[src/design/checksummed_packet_deframer_assert.svh]
// assertion macros shared by the deframer modules
`ifndef CHECKSUMMED_PACKET_DEFRAMER_ASSERT_SVH
`define CHECKSUMMED_PACKET_DEFRAMER_ASSERT_SVH

// same-cycle implication, sampled on clock, off during reset
`define CPD_ASSERT_IMPL(lbl, ante, cons, msg) \
   lbl: assert property (@(posedge clock) disable iff (reset) (ante) |-> (cons)) \
      else $error(msg);

// next-cycle implication, sampled on clock, off during reset
`define CPD_ASSERT_NEXT(lbl, ante, cons, msg) \
   lbl: assert property (@(posedge clock) disable iff (reset) (ante) |=> (cons)) \
      else $error(msg);

`endif

[src/design/cpd_pkg.sv]
// shared constants, command/status types and checksum function of the deframer
`default_nettype none

package cpd_pkg;

   localparam int MAX_PAYLOAD_DEFAULT = 32;
   localparam logic [7:0] HEADER_RESET = 8'hCC;
   localparam int CNT_W = 6;   // width of payload_count, fits any buffer depth up to 63

   typedef struct packed {
      logic take_len;   // length byte transfer
      logic take_id;    // id byte transfer
      logic take_pay;   // payload byte transfer
      logic clr_cnt;    // byte seen while hunting for the header
      logic clr_sum;    // checksum byte transfer
      logic emit_hdr;   // load header result into the output register
      logic rd_en;      // read payload buffer at the drain index
      logic emit_pay;   // load payload result into the output register
   } cpd_cmd_type;

   typedef struct packed {
      logic hdr_match;  // incoming byte equals header_value
      logic pay_more;   // packet still has payload bytes to come
      logic sum_ok;     // checksum matches and payload fit the buffer
      logic cnt_zero;   // packet has no payload
      logic last_pay;   // drain index is at the final payload byte
      logic out_free;   // output register can take a new result
   } cpd_stat_type;

   // rotate right by one, then add modulo 256
   function automatic logic [7:0] bsd_add(input logic [7:0] sum, input logic [7:0] b);
      logic [7:0] rot;
      rot = {sum[0], sum[7:1]};
      return rot + b;
   endfunction

endpackage

`default_nettype wire

[src/design/cpd_datapath.sv]
// deframer datapath: header register, checksum, counters, payload buffer, output register
`default_nettype none

module cpd_datapath
   import cpd_pkg::*;
#(
   parameter int MAX_PAYLOAD = MAX_PAYLOAD_DEFAULT
) (
   input  wire logic              clock,
   input  wire logic              reset,
   input  wire logic              csr_wr_en,
   input  wire logic [7:0]        csr_wr_data,
   input  wire logic [7:0]        rx_byte,
   input  wire cpd_cmd_type       cmd,
   output cpd_stat_type           stat,
   input  wire logic              rsp_stall,
   output logic                   rsp_valid,
   output logic                   rsp_kind,
   output logic [7:0]             rsp_packet_id,
   output logic [CNT_W-1:0]       rsp_payload_count,
   output logic [7:0]             rsp_data,
   output logic [4:0]             rsp_byte_index,
   output logic                   rsp_last
);

   localparam int AW = (MAX_PAYLOAD > 1) ? $clog2(MAX_PAYLOAD) : 1;
   localparam logic [7:0] MAX_B = 8'(MAX_PAYLOAD);

   logic [7:0]       hdr_val_ff, hdr_val_in;
   logic [7:0]       sum_ff, sum_in;
   logic [7:0]       len_ff, len_in;
   logic [7:0]       id_ff, id_in;
   logic [7:0]       cnt_ff, cnt_in;
   logic [CNT_W-1:0] rd_idx_ff, rd_idx_in;
   logic             rsp_valid_ff, rsp_valid_in;
   logic             rsp_kind_ff;
   logic [7:0]       rsp_id_ff;
   logic [CNT_W-1:0] rsp_count_ff;
   logic [7:0]       rsp_data_ff;
   logic [4:0]       rsp_index_ff;
   logic             rsp_last_ff;
   logic [7:0]       payload_mem_ff [MAX_PAYLOAD];
   logic [7:0]       rd_data_ff;
   logic             out_free;
   logic             last_pay;

   assign out_free = !rsp_valid_ff || !rsp_stall;
   assign last_pay = (8'(rd_idx_ff) + 8'd1) == cnt_ff;

   always_comb begin
      stat.hdr_match = (rx_byte == hdr_val_ff);
      stat.pay_more  = (len_ff != 8'd0) && (cnt_ff < (len_ff - 8'd1));
      stat.sum_ok    = (rx_byte == sum_ff) && (cnt_ff <= MAX_B);
      stat.cnt_zero  = (cnt_ff == 8'd0);
      stat.last_pay  = last_pay;
      stat.out_free  = out_free;
   end

   always_comb begin
      hdr_val_in = csr_wr_en ? csr_wr_data : hdr_val_ff;
      len_in     = cmd.take_len ? rx_byte : len_ff;
      id_in      = cmd.take_id ? rx_byte : id_ff;
      sum_in     = sum_ff;
      if (cmd.take_id || cmd.take_pay) begin
         sum_in = bsd_add(sum_ff, rx_byte);
      end else if (cmd.clr_sum) begin
         sum_in = 8'd0;
      end
      cnt_in = cnt_ff;
      if (cmd.clr_cnt) begin
         cnt_in = 8'd0;
      end else if (cmd.take_pay) begin
         cnt_in = cnt_ff + 8'd1;
      end
      rd_idx_in = rd_idx_ff;
      if (cmd.emit_hdr) begin
         rd_idx_in = '0;
      end else if (cmd.emit_pay) begin
         rd_idx_in = rd_idx_ff + CNT_W'(1);
      end
      rsp_valid_in = rsp_valid_ff;
      if (cmd.emit_hdr || cmd.emit_pay) begin
         rsp_valid_in = 1'b1;
      end else if (!rsp_stall) begin
         rsp_valid_in = 1'b0;
      end
   end

   always_ff @(posedge clock) begin
      if (reset) begin
         hdr_val_ff   <= HEADER_RESET;
         sum_ff       <= 8'd0;
         len_ff       <= 8'd0;
         id_ff        <= 8'd0;
         cnt_ff       <= 8'd0;
         rd_idx_ff    <= '0;
         rsp_valid_ff <= 1'b0;
      end else begin
         hdr_val_ff   <= hdr_val_in;
         sum_ff       <= sum_in;
         len_ff       <= len_in;
         id_ff        <= id_in;
         cnt_ff       <= cnt_in;
         rd_idx_ff    <= rd_idx_in;
         rsp_valid_ff <= rsp_valid_in;
      end
   end

   // result payload register
   always_ff @(posedge clock) begin
      if (cmd.emit_hdr) begin
         rsp_kind_ff  <= 1'b0;
         rsp_id_ff    <= id_ff;
         rsp_count_ff <= cnt_ff[CNT_W-1:0];
         rsp_data_ff  <= 8'd0;
         rsp_index_ff <= 5'd0;
         rsp_last_ff  <= (cnt_ff == 8'd0);
      end else if (cmd.emit_pay) begin
         rsp_kind_ff  <= 1'b1;
         rsp_id_ff    <= id_ff;
         rsp_count_ff <= cnt_ff[CNT_W-1:0];
         rsp_data_ff  <= rd_data_ff;
         rsp_index_ff <= rd_idx_ff[4:0];
         rsp_last_ff  <= last_pay;
      end
   end

   // payload buffer, bytes past the end are counted but not kept
   always_ff @(posedge clock) begin
      if (cmd.take_pay && (cnt_ff < MAX_B)) begin
         payload_mem_ff[cnt_ff[AW-1:0]] <= rx_byte;
      end
      if (cmd.rd_en) begin
         rd_data_ff <= payload_mem_ff[rd_idx_ff[AW-1:0]];
      end
   end

   assign rsp_valid         = rsp_valid_ff;
   assign rsp_kind          = rsp_kind_ff;
   assign rsp_packet_id     = rsp_id_ff;
   assign rsp_payload_count = rsp_count_ff;
   assign rsp_data          = rsp_data_ff;
   assign rsp_byte_index    = rsp_index_ff;
   assign rsp_last          = rsp_last_ff;

`include "checksummed_packet_deframer_assert.svh"

   `CPD_ASSERT_IMPL(a_load_when_free, cmd.emit_hdr || cmd.emit_pay, out_free, "result overwritten")
   `CPD_ASSERT_IMPL(a_hdr_fits, cmd.emit_hdr, cnt_ff <= MAX_B, "oversized packet emitted")

endmodule

`default_nettype wire

[src/design/cpd_ctrl.sv]
// deframer controller: packet parse and result drain sequencing
`default_nettype none

module cpd_ctrl
   import cpd_pkg::*;
(
   input  wire logic         clock,
   input  wire logic         reset,
   input  wire logic         req_valid,
   output logic              req_stall,
   input  wire cpd_stat_type stat,
   output cpd_cmd_type       cmd
);

   typedef enum logic [2:0] {
      ST_WAIT,
      ST_LEN,
      ST_ID,
      ST_PAY,
      ST_SUM,
      ST_HDR,
      ST_READ,
      ST_LOAD
   } state_type;

   state_type state_ff, state_in;
   logic      req_stall_ff, req_stall_in;
   logic      in_accept;

   assign in_accept = req_valid && !req_stall_ff;

   always_comb begin
      state_in = state_ff;
      cmd      = '0;
      case (state_ff)
         ST_WAIT: begin
            if (in_accept) begin
               cmd.clr_cnt = 1'b1;
               if (stat.hdr_match) begin
                  state_in = ST_LEN;
               end
            end
         end
         ST_LEN: begin
            if (in_accept) begin
               cmd.take_len = 1'b1;
               state_in     = ST_ID;
            end
         end
         ST_ID: begin
            if (in_accept) begin
               cmd.take_id = 1'b1;
               state_in    = ST_PAY;
            end
         end
         ST_PAY: begin
            if (in_accept) begin
               if (stat.pay_more) begin
                  cmd.take_pay = 1'b1;
               end else begin
                  state_in = ST_SUM;   // trailer byte, no check
               end
            end
         end
         ST_SUM: begin
            if (in_accept) begin
               cmd.clr_sum = 1'b1;
               state_in    = stat.sum_ok ? ST_HDR : ST_WAIT;
            end
         end
         ST_HDR: begin
            if (stat.out_free) begin
               cmd.emit_hdr = 1'b1;
               state_in     = stat.cnt_zero ? ST_WAIT : ST_READ;
            end
         end
         ST_READ: begin
            cmd.rd_en = 1'b1;
            state_in  = ST_LOAD;
         end
         ST_LOAD: begin
            if (stat.out_free) begin
               cmd.emit_pay = 1'b1;
               state_in     = stat.last_pay ? ST_WAIT : ST_READ;
            end
         end
         default: begin
            state_in = ST_WAIT;
         end
      endcase
      req_stall_in = (state_in == ST_HDR) || (state_in == ST_READ) || (state_in == ST_LOAD);
   end

   always_ff @(posedge clock) begin
      if (reset) begin
         state_ff     <= ST_WAIT;
         req_stall_ff <= 1'b0;
      end else begin
         state_ff     <= state_in;
         req_stall_ff <= req_stall_in;
      end
   end

   assign req_stall = req_stall_ff;

`include "checksummed_packet_deframer_assert.svh"

   `CPD_ASSERT_IMPL(a_drain_stalls, cmd.rd_en || cmd.emit_hdr || cmd.emit_pay, req_stall_ff, "transfer during drain")
   `CPD_ASSERT_NEXT(a_drain_ends, cmd.emit_pay && stat.last_pay, !req_stall_ff, "input not reopened after drain")

endmodule

`default_nettype wire

[src/design/checksummed_packet_deframer.sv]
// Checksummed packet deframer. Received bytes arrive one per req_ transfer; a packet is a header
// byte equal to the csr_ register (reset 0xCC), a length byte LEN, an ID byte, max(LEN-1,0)
// payload bytes, a trailer byte that is not checked and a checksum byte. A BSD rotate-right-
// and-add checksum runs over the ID and payload. On a match the block delivers a header result
// (kind 0) and then one result per payload byte (kind 1), the final one marked with last; on a
// mismatch, or a payload longer than MAX_PAYLOAD, the packet is dropped without any result.
// After an accepted checksum byte that matches, req_stall stays high while the packet drains: the
// header result is loaded into the output register, then each payload byte is read from the
// payload buffer into a read register and then loaded into the output register; any rsp_stall time
// lengthens the drain. The last result waits in the output register while new bytes are taken.
`default_nettype none

module checksummed_packet_deframer
   import cpd_pkg::*;
#(
   parameter int MAX_PAYLOAD = MAX_PAYLOAD_DEFAULT
) (
   input  wire logic             clock,
   input  wire logic             reset,
   input  wire logic             csr_wr_en,
   input  wire logic [7:0]       csr_wr_data,
   input  wire logic             req_valid,
   output logic                  req_stall,
   input  wire logic [7:0]       req_rx_byte,
   output logic                  rsp_valid,
   input  wire logic             rsp_stall,
   output logic                  rsp_kind,
   output logic [7:0]            rsp_packet_id,
   output logic [CNT_W-1:0]      rsp_payload_count,
   output logic [7:0]            rsp_data,
   output logic [4:0]            rsp_byte_index,
   output logic                  rsp_last
);

   cpd_cmd_type  cmd;
   cpd_stat_type stat;

   cpd_ctrl u_ctrl (
      .clock     (clock),
      .reset     (reset),
      .req_valid (req_valid),
      .req_stall (req_stall),
      .stat      (stat),
      .cmd       (cmd)
   );

   cpd_datapath #(
      .MAX_PAYLOAD (MAX_PAYLOAD)
   ) u_datapath (
      .clock             (clock),
      .reset             (reset),
      .csr_wr_en         (csr_wr_en),
      .csr_wr_data       (csr_wr_data),
      .rx_byte           (req_rx_byte),
      .cmd               (cmd),
      .stat              (stat),
      .rsp_stall         (rsp_stall),
      .rsp_valid         (rsp_valid),
      .rsp_kind          (rsp_kind),
      .rsp_packet_id     (rsp_packet_id),
      .rsp_payload_count (rsp_payload_count),
      .rsp_data          (rsp_data),
      .rsp_byte_index    (rsp_byte_index),
      .rsp_last          (rsp_last)
   );

endmodule

`default_nettype wire

[config.mk]
export PLATFORM = sky130hd
export DESIGN_NAME = checksummed_packet_deframer
export DESIGN_NICKNAME = d
export VERILOG_FILES = /design/src/design/cpd_pkg.sv /design/src/design/cpd_datapath.sv /design/src/design/cpd_ctrl.sv /design/src/design/checksummed_packet_deframer.sv
export VERILOG_INCLUDE_DIRS = /design/src /design/src/design
export SDC_FILE = /design/constraint.sdc
export NUM_CORES = 1
export LEC_CHECK = 0
export ABC_CLOCK_PERIOD_IN_PS = 3400
export BUFFER_PORTS_ARGS = -buffer_cell sky130_fd_sc_hd__buf_2
export CAP_MARGIN = 20
export CORE_ASPECT_RATIO = 1.5
export CORE_MARGIN = 2
export CORE_UTILIZATION = 44
export DETAILED_ROUTE_END_ITERATION = 16
export PLACE_DENSITY_LB_ADDON = 0.05
export SLEW_MARGIN = 0
export SYNTH_ARGS = -nofsm -noshare
export SYNTH_HDL_FRONTEND = slang
export SYNTH_HIERARCHICAL = 1
export SYNTH_SLANG_ARGS = --single-unit
[constraint.sdc]
create_clock -name clock -period 3.4 [get_ports clock]
set_input_delay 0.68 -clock clock [delete_from_list [all_inputs] [get_ports clock]]
set_output_delay 0.68 -clock clock [all_outputs]
set_load 0.03 [all_outputs]
==> flow_summary.json <==
{
  "grtUsageMet2": 0.400,
  "die_w_um": 150,
  "cp_max_fo": 8,
  "hp-class": "in -> reg",
  "drc": 0,
  "status": "completed",
  "layout_commonest_cell": "edfxtp_1",
  "switching_share": 0.202,
  "via_per_inst": 5.56,
  "grt_usage": 0.221,
  "crit_path_end_kind": "register",
  "tightest_slew_ns": 0.777,
  "antenna-diode-count": 0,
  "io_pins": 52,
  "synth_top_area_share": 0.594,
  "max_stage_delay_ns": 0.56,
  "timing_hold_violations_final": 0,
  "synth_fp_nets": 875,
  "fin_ws_ns": 0.185,
  "synth_edf_count": 279,
  "power_density_mw_per_mm2": 503,
  "finalCritPeriodShare": 0.946,
  "clkPwrFrac": 0.435,
  "grt_max_degree": 66,
  "vias": 7657,
  "cts.sinks": 344,
  "place.gp.congestion": 0.853,
  "max_freq_mhz": 311,
  "wl_per_cell_um": 26.0,
  "synth.largest_area_cell": "edfxtp_1",
  "drive_gt1_frac": 0.308,
  "antenna_left": 0,
  "synth.area.top_cells": "edfxtp_1, mux4_2, dfxtp_1, mux2i_1, nor2_1",
  "fin_nets": 985,
  "drt-total-wl_mm": 35.8,
  "ctsHoldBuffers": 0,
  "worstPathRequired_ns": 3.63,
  "cp-start-kind": "register",
  "netlist_instances": 833,
  "coreArea_mm2": 0.0317,
  "die_area_mm2": 0.0335,
  "fin_skew_ns": 0.0133,
  "worstPathCellList": "or4_4, nor4_4, xnor2_1, ha_1, a21oi_2, o41ai_1, a31oi_1, nand3_1, nor2_2, and2_4, nand2_2, buf_12, nor2_1, buf_4",
  "power_frac_comb": 0.019,
  "rsz0062_at_grt": "yes",
  "avgSynthCellArea_um2": 16.9,
  "yosysWarnings": 6,
  "post_dp_cell_area_mm2": 0.0153,
  "final_cell_mix": "edfxtp_1, mux4_2, nor2_1",
  "synth.distinct_cells": 45,
  "arrival_ns": 3.45,
  "leakage_uw": 0.00545,
  "ys_seq_area_frac": 0.686,
  "cts_tree": "done",
  "hpwl_mm": 23.9,
  "seqPwrFrac": 0.546,
  "grt.busiest_layer": "met2",
  "grt_use_met3": 0.0292,
  "clk_latency_ns": 0.53,
  "p_sw_uw": 1680,
  "maxCapViolCount": 0,
  "grt_pass1_vias": 8234,
  "period_needed_ns": 3.21,
  "firstDrtPassIters": 4,
  "fin_util": 0.522,
  "areaGrowthSynthToFinish_pct": 17.4,
  "drt_iter0_drc": 508,
  "start_util": 0.444,
  "gr-total-overflow": 0,
  "clock-root-buffer": "clkbuf_16",
  "finalMaxSlewViolations": 0,
  "io_buffers": 51,
  "clockBufferDepth": 3,
  "maxSlewHeadroom": 0.481,
  "cts_buffers": 34,
  "gr-usage-met1": 0.259,
  "internal_power_uw": 6640,
  "critical_path_class": "reg -> reg",
  "peakVddDrop_mv": 0.255,
  "htreeDepth": 2,
  "syn-cell-area_mm2": 0.0141,
  "grt_pass1_wl_mm": 53.2,
  "critical_path_buf_inv_count": 2,
  "synthArstFlopShare": 0,
  "critical-path-slowest-cell": "or4_4",
  "rows": 80,
  "chipHeight_um": 223,
  "pre_cts_ws_ns": 0.0125,
  "synth_seq_cells": 344,
  "crit_family": "simple AND/OR/NAND/NOR gates",
  "fin_area_mm2": 0.0166,
  "synth-main-ff-cell": "edfxtp_1",
  "path_clk_slew_ns": 0.06,
  "antenna_found_initial": 0,
  "setup_viol": 0
}
power by group through the flow:
stage                     Combinational [uW]  Sequential, uW  Clock [uW]
after floorplan                         49.3            4640           0
after global placement                   157            4640           0
after detailed placement                 158            4640           0
after CTS                                159            4550        3710
after global routing                     169            4540        3850
final                                    154            4550        3620
path summary, 6_finish.rpt:
path / startpoint / end / slack [ns] / cells past startpoint
setup / recovery: u_datapath/len_ff[2] / u_datapath/payload_mem_ff[28][6] / 0.19 / 14
hold / removal: csr_wr_data[2] / u_datapath/hdr_val_ff[2] / 0.36 / 2
setup reg to reg: u_datapath/len_ff[2] / u_datapath/payload_mem_ff[28][6] / 0.19 / 14
hold reg to reg: u_datapath/id_ff[1] / u_datapath/rsp_packet_id[1] / 0.43 / 0
final cells by class:
type                            instances  area (um2)
Clock buffer                           45         955
Sequential cell                       344        9690
Timing Repair Buffer                  121         955
Clock inverter                         15         106
Multi-Input combinational cell        436        4310
Fill cell                            2597       15200
Tap cell                              410         513
Inverter                                6        22.5
per-layer routing:
layer	vias to the layer above	part of all wire
li1	3436	-
met1	3963	0.37
met2	197	0.55
met3	61	0.035
met4	0	0.047
met5	-	0
worst register-to-register path: stages (launching register included):
cell and delay (ns):
dfxtp_1 0.32, or4_4 0.56, nor4_4 0.17, xnor2_1 0.15, ha_1 0.28, a21oi_2 0.14
o41ai_1 0.08, a31oi_1 0.21, nand3_1 0.14, nor2_2 0.16, and2_4 0.19, nand2_2 0.07
buf_12 0.16, nor2_1 0.10, buf_4 0.19
cells in the mapped netlist, drive strengths merged, types with 7 or more instances:
cell,count
nand4,8
clkbuf,30
ha,20
buf,17
dfxtp,65
xnor2,28
nand2,27
nor2b,7
mux4,80
mux2,9
mux2i,36
nor3,9
nand3,9
nor2,96
a21oi,14
edfxtp,279
xor2,20
o21ai,11
flip-flops by register name, summed over array words and instances (netlist names), 6 cells and up:
name	cells
u_datapath/payload_mem_ff	256
u_datapath/cnt_ff	8
u_datapath/hdr_val_ff	8
u_datapath/id_ff	8
u_datapath/len_ff	8
u_datapath/rd_data_ff	8
u_datapath/rsp_data	8
u_datapath/rsp_packet_id	8
u_datapath/sum_ff	8
u_datapath/rd_idx_ff	6
u_datapath/rsp_payload_count	6
metrics by stage:
stage / std cells / setup TNS (ns) / hold slack [ns] / total power, uW
after global routing: 1377 / -2.76 / 0.377 / 8560
after floorplan: 833 / -19.53 / 0.408 / 4690
final: 1377 / 0 / 0.364 / 8320
after global placement: 1315 / 0 / 0.415 / 4800
after CTS: 1375 / 0 / 0.356 / 8420
after detailed placement: 1315 / 0 / 0.416 / 4800
what timing repair did:
action	in CTS	in global routing
resized for setup	1	46
setup endpoints to repair	199	254
pin swaps	0	1
setup buffers	0	2
cells by family (layout without fill, tap and decap cells):
| group | Yosys count | after routing | share of synthesized area |
|---|---|---|---|
| flip-flops | 344 | 344 | 0.686 |
| AND/OR/NAND/NOR | 196 | 196 | 0.0661 |
| multiplexers | 125 | 125 | 0.161 |
| buffers and inverters | 53 | 187 | 0.0170 |
| XOR/XNOR | 48 | 48 | 0.0298 |
| AO/OA/AOI/OAI | 46 | 46 | 0.0210 |
| adder cells (fa/ha/maj) | 21 | 21 | 0.0192 |
No activity file was read; power rests on OpenSTA's default activity.
